==> src/rtl/rbd_pkg.sv <==
`timescale 1ns / 1ps

package rbd_pkg;

  // Line store geometry follows from the widest source row.
  localparam int MaxWidth  = 4096;
  localparam int MaxHeight = 4096;
  localparam int LineDepth = MaxWidth / 2;
  localparam int SlotW     = $clog2(LineDepth);

  // Field widths.
  localparam int ChanW  = 8;
  localparam int PairW  = ChanW + 1;
  localparam int LineW  = 3 * PairW;
  localparam int SizeW  = 13;
  localparam int CountW = 12;
  localparam int CfgIdxW = 1;

  // Configuration register indexes.
  localparam logic [CfgIdxW-1:0] CfgSourceWidth  = 1'b0;
  localparam logic [CfgIdxW-1:0] CfgSourceHeight = 1'b1;

  typedef logic [ChanW-1:0] chan_t;
  typedef logic [SizeW-1:0] size_t;
  typedef logic [CountW-1:0] count_t;
  typedef logic [SlotW-1:0] slot_t;
  typedef logic [LineW-1:0] line_word_t;

  // One line store operation, issued on an accepted beat.
  typedef struct packed {
    logic       wr;
    logic       rd;
    logic       last;
    slot_t      slot;
    line_word_t pair;
  } line_op_t;

  // Out-of-range sizes act as the nearest legal size.
  function automatic size_t clamp_size(input size_t v, input int hi);
    size_t r;
    if (v < size_t'(2)) begin
      r = size_t'(2);
    end else if (int'(v) > hi) begin
      r = size_t'(hi);
    end else begin
      r = v;
    end
    return r;
  endfunction

endpackage

==> src/rtl/rbd_if.sv <==


// Downsampled pixel channel.
interface rbd_result_if;
  logic               valid;
  logic               ready;
  rbd_pkg::chan_t     out_red;
  rbd_pkg::chan_t     out_green;
  rbd_pkg::chan_t     out_blue;
  logic               frame_last;

  modport source (output valid, out_red, out_green, out_blue, frame_last, input ready);
  modport sink (input valid, out_red, out_green, out_blue, frame_last, output ready);
endinterface

==> src/rtl/rbd_avg_stage.sv <==
`timescale 1ns / 1ps

// Combines the fetched pair sums with the current ones and holds the result.
module rbd_avg_stage (
  input  logic                clk,
  input  logic                rst,
  input  rbd_pkg::line_op_t   op,
  input  rbd_pkg::line_word_t rd_data,
  output logic                room,
  rbd_result_if.source        result
);

  logic                s1_valid;
  rbd_pkg::line_word_t s1_pair;
  logic                s1_last;
  logic                advance;
  logic [rbd_pkg::PairW+1:0] tot_red;
  logic [rbd_pkg::PairW+1:0] tot_green;
  logic [rbd_pkg::PairW+1:0] tot_blue;

  localparam int Pw = rbd_pkg::PairW;

  assign advance = !result.valid || result.ready;
  assign room    = !s1_valid || advance;

  // Stage one waits for the line store read data.
  always_ff @(posedge clk) begin
    if (rst) begin
      s1_valid <= 1'b0;
    end else if (op.rd) begin
      s1_valid <= 1'b1;
    end else if (advance) begin
      s1_valid <= 1'b0;
    end
  end

  always_ff @(posedge clk) begin
    if (op.rd) begin
      s1_pair <= op.pair;
      s1_last <= op.last;
    end
  end

  // Four-pixel sums with rounding.
  always_comb begin
    tot_red   = (Pw+2)'(rd_data[Pw-1:0]) + (Pw+2)'(s1_pair[Pw-1:0]) + (Pw+2)'(2);
    tot_green = (Pw+2)'(rd_data[2*Pw-1:Pw]) + (Pw+2)'(s1_pair[2*Pw-1:Pw]) + (Pw+2)'(2);
    tot_blue  = (Pw+2)'(rd_data[3*Pw-1:2*Pw]) + (Pw+2)'(s1_pair[3*Pw-1:2*Pw]) + (Pw+2)'(2);
  end

  // Output register.
  always_ff @(posedge clk) begin
    if (rst) begin
      result.valid <= 1'b0;
    end else if (advance) begin
      result.valid <= s1_valid;
    end
  end

  always_ff @(posedge clk) begin
    if (advance && s1_valid) begin
      result.out_red    <= tot_red[rbd_pkg::ChanW+1:2];
      result.out_green  <= tot_green[rbd_pkg::ChanW+1:2];
      result.out_blue   <= tot_blue[rbd_pkg::ChanW+1:2];
      result.frame_last <= s1_last;
    end
  end

  a_read_lands: assert property (@(posedge clk) disable iff (rst)
    op.rd |=> s1_valid)
    else $error("line store read lost");

  a_stall_holds: assert property (@(posedge clk) disable iff (rst)
    (s1_valid && !advance) |=> (s1_valid && $stable(s1_pair) && $stable(s1_last)))
    else $error("stalled stage one changed");

  a_no_overrun: assert property (@(posedge clk) disable iff (rst)
    op.rd |-> room)
    else $error("read issued without room");

endmodule

==> src/flat_wrapper.sv <==
// flat-port wrapper written by rule: the top's interface ports become plain ports
module rbd_avg_stage_flat 
  (clk, rst, op, rd_data, room, result_valid, result_out_red, result_out_green, result_out_blue, result_frame_last, result_ready);
  rbd_result_if result_i ();
  input  logic clk;
  input  logic rst;
  input  rbd_pkg::line_op_t op;
  input  rbd_pkg::line_word_t rd_data;
  output logic room;
  output wire logic [$bits(result_i.valid)-1:0] result_valid;
  output wire logic [$bits(result_i.out_red)-1:0] result_out_red;
  output wire logic [$bits(result_i.out_green)-1:0] result_out_green;
  output wire logic [$bits(result_i.out_blue)-1:0] result_out_blue;
  output wire logic [$bits(result_i.frame_last)-1:0] result_frame_last;
  input wire logic [$bits(result_i.ready)-1:0] result_ready;
  assign result_valid = result_i.valid;
  assign result_out_red = result_i.out_red;
  assign result_out_green = result_i.out_green;
  assign result_out_blue = result_i.out_blue;
  assign result_frame_last = result_i.frame_last;
  assign result_i.ready = result_ready;
  rbd_avg_stage u_core (.clk(clk), .rst(rst), .op(op), .rd_data(rd_data), .room(room), .result(result_i));
endmodule
==> config.mk <==
export PLATFORM = sky130hd
export DESIGN_NAME = rbd_avg_stage_flat
export DESIGN_NICKNAME = d
export VERILOG_FILES = /design/src/rtl/rbd_pkg.sv /design/src/rtl/rbd_if.sv /design/src/rtl/rbd_avg_stage.sv /design/src/flat_wrapper.sv
export SDC_FILE = /design/constraint.sdc
export NUM_CORES = 1
export LEC_CHECK = 0
export CAP_MARGIN = 10
export CORE_MARGIN = 3
export CORE_UTILIZATION = 35
export DETAILED_ROUTE_END_ITERATION = 10
export DONT_BUFFER_PORTS = 1
export SETUP_SLACK_MARGIN = 0.05
export SYNTH_ARGS = -nofsm -noshare
export SYNTH_HDL_FRONTEND = slang
export SYNTH_SLANG_ARGS = --single-unit
==> constraint.sdc <==
create_clock -name clk -period 4.3 [get_ports clk]
set_input_delay 0.43 -clock clk [delete_from_list [all_inputs] [get_ports clk]]
set_output_delay 0.43 -clock clk [all_outputs]
set_load 0.01 [all_outputs]
=== After elaboration in Yosys (flattened, before gate mapping) ===
Cells that the tools add are included.

* Logic and storage cells: 22
* Register bits: 55
* Output and inout bits: 27
* Input port bits: 71

* $add $sub $neg: 6
* Reductions and logical operators: 6
* Mux-type cells: 2

{| class="wikitable"
|+ Operators with widths
! operator !! number
|-
| $add A10 B2 Y10 const B || 3
|-
| $add A9 B9 Y10 || 3
|-
| $logic_not A1 Y1 || 2
|-
| $logic_or A1 B1 Y1 || 2
|-
| $mux W1 || 2
|-
| $reduce_bool A2 Y1 || 1
|-
| $logic_and A1 B1 Y1 || 1
|}

=== Depth between registers and ports, before layout ===
* Word-level depth: 4
* Gate-level depth with buffers: 8
* Gate-level depth less buffers: 8

=== Least setup slack after synthesis ===
Ideal clock, no wire load.

* Kind: input -> register
* From: input port rd_data[20]
* To: register u_core.result.out_blue[7], data pin
* Slack: 2185 ps
* Library setup time: 265 ps
* Required time: 4035 ps
* Data arrival time: 1849 ps
* Buffers on the path: 0
* Stages on the path: 6
* Path through: ha_1 > fa_1 > nand3_1 > a21oi_2 > mux2i_1 > or3_1

* Longest elaborated chain between the ends: 2

{| class="wikitable"
|+ RTL lines
! item !! line !! source
|-
| start: declaration || flat_wrapper.sv:8 || <nowiki>input rbd_pkg::line_word_t rd_data;</nowiki>
|-
| $add A9 B9 Y10 || rbd_avg_stage.sv:48 || <nowiki>tot_blue = (Pw+2)'(rd_data[3*Pw-1:2*Pw]) + (Pw+2)'(s1_pair[3*Pw-1:2*Pw]) + (Pw+2)'(2);</nowiki>
|-
| $add A10 B2 Y10 || rbd_avg_stage.sv:48 ||
|-
| via u_core.tot_blue, one bit || rbd_avg_stage.sv:19 || <nowiki>logic [rbd_pkg::PairW+1:0] tot_blue;</nowiki>
|-
| end signal: assignment || rbd_avg_stage.sv:64 || <nowiki>result.out_blue <= tot_blue[rbd_pkg::ChanW+1:2];</nowiki>
|-
| end: declaration || rbd_if.sv:12 || <nowiki>modport source (output valid, out_red, out_green, out_blue, frame_last, input ready);</nowiki>
|}

The timed path passes the listed nets, and every way through them passes these cells.
A chain may end at the register's enable or synchronous reset.

=== Worst setup path after layout ===
* From: register u_core.s1_pair[20]
* To: register u_core.result.out_blue[7], data pin

* Longest elaborated chain between the ends: 2

{| class="wikitable"
|+ RTL lines
! item !! line !! source
|-
| start: declaration || rbd_avg_stage.sv:14 || <nowiki>rbd_pkg::line_word_t s1_pair;</nowiki>
|-
| start signal: assignment || rbd_avg_stage.sv:39 || <nowiki>s1_pair <= op.pair;</nowiki>
|-
| $add A9 B9 Y10 || rbd_avg_stage.sv:48 ||
|-
| $add A10 B2 Y10 || rbd_avg_stage.sv:48 ||
|-
| via u_core.tot_blue, one bit || rbd_avg_stage.sv:19 ||
|}

The timed path passes the listed nets, and every way through them passes these cells.

==> key figures <==
Logic synthesis
  • EDFF count, synth: 53
  • Main synth FF type: edfxtp_1
  • Syn nets: 382
  • Async set-reset flop share out of synthesis: 0
  • Most frequent cells after synthesis: 53 x edfxtp_1, 45 x ha_1, 21 x nor2_1, 16 x inv_1, 14 x a21oi_1
  • Yosys Warn Count: 0
  • Avg Cell Area, Syn: between 10 and 15 um^2
  • Mapped Area: ~3200 um^2
  • Unique masters post-synth: 50
  • Mapped Cells: 263
  • Most numerous cell in the Yosys netlist: edfxtp_1
  • FF+latch count, synth: 55
  • Synth top area share: 0.4951
  • Synth top area cells: edfxtp_1 50%, ha_1 18%, nor2_1 2.5%
  • Sequential area share after synthesis: 0.5076
  • Yosys top cell by area: edfxtp_1

Clock network
  • Num CTS Buffers: 5
  • Clk sinks: 55
  • Hold_buf cts: 0
  • Worst-Skew Late Latency: roughly 0.3 ns
  • Max Root-Sink Buffers: 2
  • # H-tree levels: 2
  • Postcts setup bufs: 0
  • Root Driver: clkbuf_8
  • CTS tree: built
  • Clk slew on worst S/H paths: 0.10 ns
  • Post-cts sizing count: 0

Setup path
  • Critical Path AT: 2.27 ns
  • Worst path cell trace: ha_1 > fa_1 > nand3_1 > a21oi_2 > mux2i_1 > or3_1
  • Critical path buffers and inverters: 0
  • Critical Path Sink Type: flop
  • Critical path's largest stage delay: 0.48 ns
  • CP Launch Type: flop
  • Worst R2R Setup Slack: 2.09 ns
  • Origin of the critical flop-to-flop path: u_core.s1_pair[20]
  • R2R Path End: u_core.result.out_blue[7]
  • Crit-path max FO: 3
  • Critical path type: flop to flop
  • Worst Reg-to-Reg Cells: 6
  • CP max stage cell: fa_1
  • WP data required: 4.36 ns
  • CP top delay family: adder cells

STA
  • Max_slew headroom: 0.7441
  • F_max: approximately 450 MHz
  • Unrepaired setup endpoints after global routing: no
  • Setup Skew: about 0.0078 ns
  • Tmin final: between 2 and 2.5 ns
  • Fin. max-slew vios: 0
  • Fin Hold WS: between 0.15 and 0.2 ns
  • Period utilization: 0.5144
  • Final setup fails: 0
  • Setup TNS: 0 ns
  • Final Hold Fails: 0
  • Slew @ Worst Pin: 0.3790 ns

Global routing
  • Global router's overall resource usage: 0.1218
  • Antenna violations before repair: 0
  • Grt ovf: 0
  • First-pass GRT wire length: approximately 9.7 mm
  • Vias in the first global route: around 2000
  • Largest net degree at the start of global routing: 30

Layout
  • Final instance area: 3460 um^2
  • Fillers: slightly above 800
  • Layout cells sized above 1: 0.07143
  • Ant diodes: 0
  • Final nets: 384
  • P&R area growth vs syn: 7.629%
  • Final cell count without fillers: between 300 and 400

Power and ir drop
  • Power consumption: approximately 1400 uW
  • Highest ir drop seen on vdd: roughly 0.16 mV
  • Static leakage: around 0.0013 uW
  • PD cells: 411.1 nW/um^2

Die
  • Die area: 10370 um^2
  • Die span in y: 101.8 um
  • CORE AREA: just under 9000 um^2
  • Die X: about 100 um
  • Site Rows: 34
  • IO Pins: 98
  • Initial Util: 0.3650

Placement
  • HPWL after DPL: 4.625 mm
  • Placed inst area: 3327 um^2
  • Port buffer count: 0
  • Placed insts: 366
  • GP Congestion: 0.7737

Outcome
  • Outcome: complete, no violations

Worst hold path
  • Hold/Removal Path Class: input port to flop
  • HP Start: rst
  • Hold EP: u_core.result.valid
  • Worst hold path depth: 1

Route
  • Via count of the routed design: around 2000
  • Wire length per cell: 16.05 um
  • Via density: 5.302
  • Remaining antenna violation count after routing: 0
  • 1st-iter DRT viols: 66
  • Drt pass-1 iters: 4
  • Residual DRC count: 0
  • WL final: approximately 6 mm

Job
  • MaxCap Viol Count: 0
## sequential cells by signal, summed over array words and instances (netlist names)
signal,cells
u_core.result.out_green,8
u_core.s1_valid,1
u_core.result.out_red,8
u_core.result.valid,1
u_core.s1_pair,27
u_core.result.frame_last,1
u_core.s1_last,1
u_core.result.out_blue,8
## routing by layer
layer  vias to the layer above  part of all wire  track usage
met4                         0             0.014      0.03633
li1                        994                 -            -
met3                         8             0.068      0.04437
met2                        71              0.51       0.2027
met1                       910              0.41       0.1489
met5                         -                 0            0
## final cells by class
class                   instances  area, um^2  area share
inverters                      17       63.81     0.01844
well taps                     108       135.1     0.03906
repair buffers                  1       7.507    0.002170
flip-flops and latches         55        1632      0.4716
clock inverters                 2       60.06     0.01736
multi-input cells             185        1489      0.4304
clock buffers                   6       72.57     0.02098
## layout by cell type (no fill, tap or decap), drive strengths merged, types with 3 or more instances in the layout
cell    count
nand4b      4
clkbuf      6
xor2        6
fa          3
inv        17
edfxtp     53
nor2b       5
nand2b      6
mux2i       3
ha         45
o21ai       8
a41oi       3
nor3        4
a21oi      17
xnor2       3
nand2      13
nor2       21
nand3       9
a211oi      3
## where the power goes
group	switching, uW	leakage [uW]	internal, uW
clock network	166	0.0000654	233
logic	185	0.000751	145
registers	31.4	0.000524	662
total	383	0.00134	1040
## worst max-delay path by stage
stage                     depth (start not counted)                   endpoint                from  slack [ns]
after global routing                              6  u_core.result.out_blue[5]  u_core.s1_pair[22]        2.00
after floorplan                                   6  u_core.result.out_blue[7]         rd_data[20]        2.19
after global placement                            6  u_core.result.out_blue[7]         rd_data[20]        2.07
after detailed placement                          6  u_core.result.out_blue[7]         rd_data[20]        2.06
after CTS                                         6  u_core.result.out_blue[7]  u_core.s1_pair[20]        2.10
final                                             6  u_core.result.out_blue[7]  u_core.s1_pair[20]        2.09
## stage by stage
stage / worst slack (ns) / util
2_1_floorplan: 2.185 / -
3_3_place_gp: 2.074 / 0.3778
3_5_place_dp: 2.056 / 0.3778
4_1_cts: 2.101 / 0.3929
5_1_grt: 2.001 / 0.3929
6_report: 2.088 / 0.3929
## cells by family after synthesis
group	share of synthesized area
mux	0.01635
fa+ha+maj	0.1939
buf+inv	0.02997
xor+xnor	0.02452
compound gates	0.1094
simple gates	0.1183
flops	0.5076
No activity file was read; power rests on OpenSTA's default activity.
