[src/rtl/rbd_pkg.sv]
`timescale 1ns / 1ps

package rbd_pkg;

  // Line store geometry follows from the widest source row.
  localparam int MaxWidth  = 4096;
  localparam int MaxHeight = 4096;
  localparam int LineDepth = MaxWidth / 2;
  localparam int SlotW     = $clog2(LineDepth);

  // Field widths.
  localparam int ChanW  = 8;
  localparam int PairW  = ChanW + 1;
  localparam int LineW  = 3 * PairW;
  localparam int SizeW  = 13;
  localparam int CountW = 12;
  localparam int CfgIdxW = 1;

  // Configuration register indexes.
  localparam logic [CfgIdxW-1:0] CfgSourceWidth  = 1'b0;
  localparam logic [CfgIdxW-1:0] CfgSourceHeight = 1'b1;

  typedef logic [ChanW-1:0] chan_t;
  typedef logic [SizeW-1:0] size_t;
  typedef logic [CountW-1:0] count_t;
  typedef logic [SlotW-1:0] slot_t;
  typedef logic [LineW-1:0] line_word_t;

  // One line store operation, issued on an accepted beat.
  typedef struct packed {
    logic       wr;
    logic       rd;
    logic       last;
    slot_t      slot;
    line_word_t pair;
  } line_op_t;

  // Out-of-range sizes act as the nearest legal size.
  function automatic size_t clamp_size(input size_t v, input int hi);
    size_t r;
    if (v < size_t'(2)) begin
      r = size_t'(2);
    end else if (int'(v) > hi) begin
      r = size_t'(hi);
    end else begin
      r = v;
    end
    return r;
  endfunction

endpackage

[src/rtl/rbd_if.sv]
`timescale 1ns / 1ps

// Source pixel channel.
interface rbd_pixel_if;
  logic               valid;
  logic               ready;
  rbd_pkg::chan_t     in_red;
  rbd_pkg::chan_t     in_green;
  rbd_pkg::chan_t     in_blue;

  modport source (output valid, in_red, in_green, in_blue, input ready);
  modport sink (input valid, in_red, in_green, in_blue, output ready);
endinterface


[src/rtl/rbd_raster_ctrl.sv]
`timescale 1ns / 1ps

// Raster position tracking, left-pixel hold and pair sums.
module rbd_raster_ctrl (
  input  logic                          clk,
  input  logic                          rst,
  input  logic                          cfg_we,
  input  logic [rbd_pkg::CfgIdxW-1:0]   cfg_index,
  input  rbd_pkg::size_t                cfg_data,
  input  logic                          room,
  rbd_pixel_if.sink                     pixel,
  output rbd_pkg::line_op_t             op
);

  rbd_pkg::size_t  width;
  rbd_pkg::size_t  height;
  rbd_pkg::count_t column_count;
  rbd_pkg::count_t row_count;
  rbd_pkg::chan_t  hold_red;
  rbd_pkg::chan_t  hold_green;
  rbd_pkg::chan_t  hold_blue;

  logic            accept;
  rbd_pkg::size_t  w_even;
  rbd_pkg::size_t  h_even;
  rbd_pkg::size_t  col_ext;
  rbd_pkg::size_t  row_ext;
  rbd_pkg::size_t  col_inc;
  rbd_pkg::size_t  row_inc;
  logic            pair_col;
  logic [rbd_pkg::PairW-1:0] sum_red;
  logic [rbd_pkg::PairW-1:0] sum_green;
  logic [rbd_pkg::PairW-1:0] sum_blue;

  assign pixel.ready = room;
  assign accept      = pixel.valid && room;

  // Size registers are stored already clamped.
  always_ff @(posedge clk) begin
    if (rst) begin
      width  <= rbd_pkg::size_t'(rbd_pkg::MaxWidth);
      height <= rbd_pkg::size_t'(rbd_pkg::MaxHeight);
    end else if (cfg_we) begin
      unique case (cfg_index)
        rbd_pkg::CfgSourceWidth: begin
          width <= rbd_pkg::clamp_size(cfg_data, rbd_pkg::MaxWidth);
        end
        rbd_pkg::CfgSourceHeight: begin
          height <= rbd_pkg::clamp_size(cfg_data, rbd_pkg::MaxHeight);
        end
        default: begin
        end
      endcase
    end
  end

  assign w_even  = {width[rbd_pkg::SizeW-1:1], 1'b0};
  assign h_even  = {height[rbd_pkg::SizeW-1:1], 1'b0};
  assign col_ext = rbd_pkg::size_t'(column_count);
  assign row_ext = rbd_pkg::size_t'(row_count);
  assign col_inc = col_ext + rbd_pkg::size_t'(1);
  assign row_inc = row_ext + rbd_pkg::size_t'(1);

  // Odd column that closes a complete horizontal pair.
  assign pair_col = column_count[0] && (col_ext < w_even);

  assign sum_red   = {1'b0, hold_red} + {1'b0, pixel.in_red};
  assign sum_green = {1'b0, hold_green} + {1'b0, pixel.in_green};
  assign sum_blue  = {1'b0, hold_blue} + {1'b0, pixel.in_blue};

  // Even rows store the pair sum, odd rows fetch the stored one.
  always_comb begin
    op.wr   = accept && pair_col && !row_count[0];
    op.rd   = accept && pair_col && row_count[0] && (row_ext < h_even);
    op.last = (row_ext == h_even - rbd_pkg::size_t'(1)) &&
              (col_ext == w_even - rbd_pkg::size_t'(1));
    op.slot = rbd_pkg::slot_t'(column_count >> 1);
    op.pair = {sum_blue, sum_green, sum_red};
  end

  // Counters wrap at the configured frame size.
  always_ff @(posedge clk) begin
    if (rst) begin
      column_count <= '0;
      row_count    <= '0;
    end else if (accept) begin
      if (col_inc >= width) begin
        column_count <= '0;
        if (row_inc >= height) begin
          row_count <= '0;
        end else begin
          row_count <= row_inc[rbd_pkg::CountW-1:0];
        end
      end else begin
        column_count <= col_inc[rbd_pkg::CountW-1:0];
      end
    end
  end

  // Even-column pixel waits here for its right neighbor.
  always_ff @(posedge clk) begin
    if (rst) begin
      hold_red   <= '0;
      hold_green <= '0;
      hold_blue  <= '0;
    end else if (accept && !column_count[0]) begin
      hold_red   <= pixel.in_red;
      hold_green <= pixel.in_green;
      hold_blue  <= pixel.in_blue;
    end
  end

  a_one_line_access: assert property (@(posedge clk) disable iff (rst)
    !(op.wr && op.rd))
    else $error("line store read and write in the same beat");

  a_last_is_result: assert property (@(posedge clk) disable iff (rst)
    (accept && pair_col && row_count[0] && op.last) |-> op.rd)
    else $error("frame end beat produced no read");

  a_counts_in_frame: assert property (@(posedge clk) disable iff (rst)
    (accept && $stable(width) && $stable(height) && col_ext < width) |=>
      (col_ext < width))
    else $error("column count escaped the row");

endmodule

[src/flat_wrapper.sv]
// flat-port wrapper written by rule: the top's interface ports become plain ports
module rbd_raster_ctrl_flat 
  (clk, rst, cfg_we, cfg_index, cfg_data, room, op, pixel_valid, pixel_in_red, pixel_in_green, pixel_in_blue, pixel_ready);
  rbd_pixel_if pixel_i ();
  input  logic clk;
  input  logic rst;
  input  logic cfg_we;
  input  logic [rbd_pkg::CfgIdxW-1:0] cfg_index;
  input  rbd_pkg::size_t cfg_data;
  input  logic room;
  output rbd_pkg::line_op_t op;
  input wire logic [$bits(pixel_i.valid)-1:0] pixel_valid;
  input wire logic [$bits(pixel_i.in_red)-1:0] pixel_in_red;
  input wire logic [$bits(pixel_i.in_green)-1:0] pixel_in_green;
  input wire logic [$bits(pixel_i.in_blue)-1:0] pixel_in_blue;
  output wire logic [$bits(pixel_i.ready)-1:0] pixel_ready;
  assign pixel_i.valid = pixel_valid;
  assign pixel_i.in_red = pixel_in_red;
  assign pixel_i.in_green = pixel_in_green;
  assign pixel_i.in_blue = pixel_in_blue;
  assign pixel_ready = pixel_i.ready;
  rbd_raster_ctrl u_core (.clk(clk), .rst(rst), .cfg_we(cfg_we), .cfg_index(cfg_index), .cfg_data(cfg_data), .room(room), .pixel(pixel_i), .op(op));
endmodule
[config.mk]
export PLATFORM = sky130hd
export DESIGN_NAME = rbd_raster_ctrl_flat
export DESIGN_NICKNAME = d
export VERILOG_FILES = /design/src/rtl/rbd_pkg.sv /design/src/rtl/rbd_if.sv /design/src/rtl/rbd_raster_ctrl.sv /design/src/flat_wrapper.sv
export SDC_FILE = /design/constraint.sdc
export NUM_CORES = 1
export LEC_CHECK = 0
export BUFFER_PORTS_ARGS = -buffer_cell sky130_fd_sc_hd__buf_4
export CORE_UTILIZATION = 35
export CTS_CLUSTER_DIAMETER = 30
export DETAILED_ROUTE_END_ITERATION = 16
export PLACE_DENSITY = 0.63
export SETUP_SLACK_MARGIN = 0.3
export SLEW_MARGIN = 0
export SYNTH_ARGS = -nofsm -noshare
export SYNTH_HDL_FRONTEND = slang
export SYNTH_SLANG_ARGS = --single-unit
[constraint.sdc]
create_clock -name clk -period 9.3 [get_ports clk]
set_input_delay 2.79 -clock clk [delete_from_list [all_inputs] [get_ports clk]]
set_output_delay 2.79 -clock clk [all_outputs]
set_load 0.02 [all_outputs]
* Word-level counts from Yosys, hierarchy flattened
Index checks and enable logic that the tools add are counted.
Widths: inputs -> output; s select.
** Word-level totals
- Logic and storage cells :: 40
- Input bits :: 43
- Output and inout bits :: 42
- Flip-flop bits (word level) :: 74
** Operators by class
- Order comparisons :: 6
- Equality and inequality tests :: 2
- Reductions and logical operators :: 13
- Bitwise operators :: 1
- Muxes and demuxes :: 4
- Add/subtract/negate cells :: 7
** Operators by type and width (count)
- $add 8x8->9 :: 3
- $add 12x1->13 const B :: 2
- $eq 12x13->1 :: 2
- $ge 13x13->1 :: 2
- $lt 12x13->1 :: 2
- $mux 13 :: 2
- $sub 13x1->13 const B :: 2
- $mux 12 :: 2
- $gt 13x13->1 const B :: 1
- $lt 13x2->1 const B :: 1
- $logic_and 1x1->1 :: 8
- $reduce_and 2->1 :: 3
- $logic_not 1->1 :: 2
- $not 1->1 :: 1

* Longest topological paths before layout
- Depth after elaboration :: 5
- Depth in mapped cells :: 15
- Mapped depth without buffers :: 13

* Least setup slack after synthesis
OpenSTA, ideal clock, no wires.
- Path type :: input-to-output
- Start point :: in pixel_in_green[0]
- End point :: out op[17] in the netlist's numbering
- Stages :: 9
- Data arrival time :: 4330 ps
- Data required time :: 6510 ps
- Buffers on the path :: 0
- Path slack :: 2180 ps
- Cells stage by stage :: ha_1 -> inv_1 -> fa_1 -> nor2b_1 -> o21ai_0 -> nand2b_1 -> a21o_1 -> a21oi_1 -> o21ai_0
** RTL lines
- from (decl) :: RTL line flat_wrapper.sv:14 : input wire logic [$bits(pixel_i.in_green)-1:0] pixel_in_green;
- to (decl) :: RTL line flat_wrapper.sv:11 : output rbd_pkg::line_op_t op;

==> summary.txt <==
Routing
  – Vias: 5581
  – Initial detailed-routing violation count: 311
  – DRC Markers: 0
  – WL final: about 16000 um
  – Post-DRT Antenna Nets: 0
  – Drt via density: between 5 and 6
  – Per-cell routed wire length: around 15 um
  – DRT Pass-1 Iters: 6

Min path
  – Hold Crit Class: flip-flop to flip-flop

Clock tree
  – Htree depth: 3
  – CTS buffer count: 9
  – Post-CTS Setup Bufs: 0
  – Hold Buf Count CTS: 0
  – Worst skew pair latency: around 340 ps
  – Num Clock Sinks: 74
  – CTS max path bufs: 2
  – Clock transition at the registers of the reported paths: 60 ps
  – CTS resizes: 0
  – Clk root buf: clkbuf_16
  – CTS tree: built

Worst setup path
  – Crit path max fanout: 2
  – Endpoint class of the critical path: output pin
  – Critical Path RT: 6510 ps
  – Buf/Inv on CP: 3
  – WP data arrival: 4410 ps
  – CP startpoint kind: input port
  – Slowest stage delay, CP: about 250 ps
  – CP Cell Sequence: buf_4 > ha_1 > inv_1 > fa_1 > nor2b_1 > o21ai_0 > nand2b_1 > a21o_1 > a21oi_1 > xnor2_1 > buf_4
  – Top delay family on crit path: compound AO/OA/AOI/OAI gates
  – Cell mode on critical path: buf_4
  – Worst path slowest cell: a21oi_1
  – Kind of critical path: input port to output pin

Power and ir drop
  – Internal power consumption: roughly 0.7 mW
  – Clock share of power: 40.8%
  – Post-route total power: just under 1 mW
  – Gate power share: 23.6%
  – PwrDens: 136 mW/mm^2
  – Sw Ratio: between 20% and 30%
  – Cell leakage power: just over 3 nW
  – NetSw: approximately 0.29 mW
  – Flop pwr share: 35.5%
  – Peak supply drop: between 0.09 and 0.1 mV

Placement
  – Routability cong.: 0.818
  – Placed cell area: slightly below 0.007 mm^2
  – Detailed placement HPWL: ~12000 um
  – Port bufs: 84

Floorplanning
  – Die area: 0.0181 mm^2
  – Initial Util: around 36%
  – Cell row count: 48
  – Die Width: approximately 130 um
  – # IOs: 85
  – Core area: 0.0172 mm^2
  – Die Y: approximately 130 um

Run status
  – Status: completed

Cells and area
  – ANT cells: 0
  – Most common cell after layout, fill and taps aside: nand2_1
  – Post-layout util: between 40% and 50%
  – Finished Cell Area: a little over 0.007 mm^2
  – Share of layout cells above drive strength 1: a little over an eighth
  – Most frequent cells in the layout: nand2_1, buf_4, ha_1
  – Fillers: 1765
  – Layout net count: approximately 970
  – Layout area overhead: 16.5%

Timing
  – Worst slew pin tran: roughly 1100 ps
  – Hold Vio Cnt, Final: 0
  – Clock Skew: 7.19 ps
  – TNS Setup: 0 ps
  – Tmin final: 7200 ps
  – Final Max Slew Viols: 0
  – Max-Slew Margin vs Limit: 25.9%
  – Hold_ws: around 460 ps
  – FMAX: between 0.1 and 0.15 GHz
  – Final worst path period share: ~77%
  – RSZ-0062 raised after global routing: no
  – Endpoints failing setup: 0

GRT
  – GRT Total Usage: roughly 18%
  – Final global-route overflow total: 0
  – Antenna violations before repair: 0
  – Largest net degree at the start of global routing: 70
  – Vias in the first global route: a little over 5000
  – First-pass GRT wire length: 25700 um

Synth
  – Post-synth net total: around 920
  – Ys async rst share: 0%
  – EDFF count, synth: 0
  – Yosys warns: 0
  – Library cells used by synthesis: 68
  – Syn avg cell area: roughly 7.7 um^2
  – Main synth FF type: dfxtp_1
  – Register area share after synthesis: around 24%
  – Synth Cell Area: approximately 0.0061 mm^2
  – Synth Instances: 800
  – Synthesis-stage register bit count: between 70 and 80

Run
  – # Max-Cap Violations: 0
==> layout make-up <==
type                    instances  area (um^2)  share of cell area [%]
clock buffers                  12          267                    3.72
repair buffers                 87          653                    9.13
multi-input cells             626         4220                    58.9
well taps                     225          282                    3.93
clock inverters                 4         72.6                    1.01
inverters                      49          184                    2.57
flip-flops and latches         74         1480                    20.7
==> metal layers <==
| layer | track usage (%) | routed length, um | up-vias |
|---|---|---|---|
| met5 | 0 | 0 | - |
| met4 | 4.18 | 123 | 0 |
| met3 | 4.13 | 559 | 8 |
| met2 | 30.0 | 7710 | 87 |
| met1 | 22.8 | 7550 | 2574 |
| li1 | - | - | 2912 |
==> per-stage QoR <==
stage | cells | setup WS [ps]
floorplan | 800 | 2180
global placement | 1061 | 2070
detailed placement | 1061 | 2070
CTS | 1077 | 2060
global route | 1077 | 1920
finish | 1077 | 2100
==> kinds of logic (layout without fill, tap and decap cells) <==
group	count (synthesis)	after routing	share of synthesized area, %
DFF	74	74	24.1
adders and majority gates	79	79	16.5
muxes	5	5	0.815
buffers and inverters	100	152	7.27
and+or+nand+nor	298	298	23.4
AOI/OAI and AO/OA	181	181	19.0
xor gates and xnor gates	63	63	8.98
==> tightest hold or removal path, delay by kind of cell, from the launching register on <==
kind / cells / cell delay [ps]
AO/OA/AOI/OAI: 1 / 50
AND/OR/NAND/NOR: 1 / 50
flip-flops: 1 / 310
==> synthesized netlist by cell type, types with 7 or more instances <==
cell type	number	area share [%]
nand4_1	14	1.4
a21oi_1	70	5.7
dfxtp_1	74	24
buf_4	12	1.5
inv_1	49	3.0
nor2_1	44	2.7
nor4_1	7	0.71
a21o_1	11	1.3
nor2b_1	11	1.1
nand3_1	36	2.9
nor3_1	18	1.5
o21ai_0	37	3.0
nand2b_1	8	0.81
ha_1	76	15
clkbuf_1	31	1.9
xor2_1	15	2.1
nand2_1	120	7.3
xnor2_1	48	6.8
and3_1	11	1.1
==> state kept, by name, summed over array words and instances, names as in the netlist <==
signal and count:
u_core.height 13, u_core.width 13, u_core.column_count 12, u_core.row_count 12, u_core.hold_blue 8, u_core.hold_green 8, u_core.hold_red 8
==> path summary, 6_finish.rpt <==
check / slack, ps / depth (start not counted) / endpoint / startpoint
hold reg to reg: 460 / 2 / u_core.width[0] / u_core.width[0]
setup reg to reg: 5260 / 14 / u_core.column_count[7] / u_core.column_count[0]
hold / removal: 460 / 2 / u_core.width[0] / u_core.width[0]
setup / recovery: 2100 / 11 / op[15] / pixel_in_green[0]
==> power groups by stage <==
stage	Clock, mW	Sequential (mW)	Combinational, mW
2_1_floorplan	0	0.344	0.160
3_3_place_gp	0	0.352	0.227
3_5_place_dp	0	0.352	0.229
4_1_cts	0.407	0.345	0.230
5_1_grt	0.416	0.347	0.254
6_report	0.397	0.345	0.230
Power figures use the tool's default switching activity.
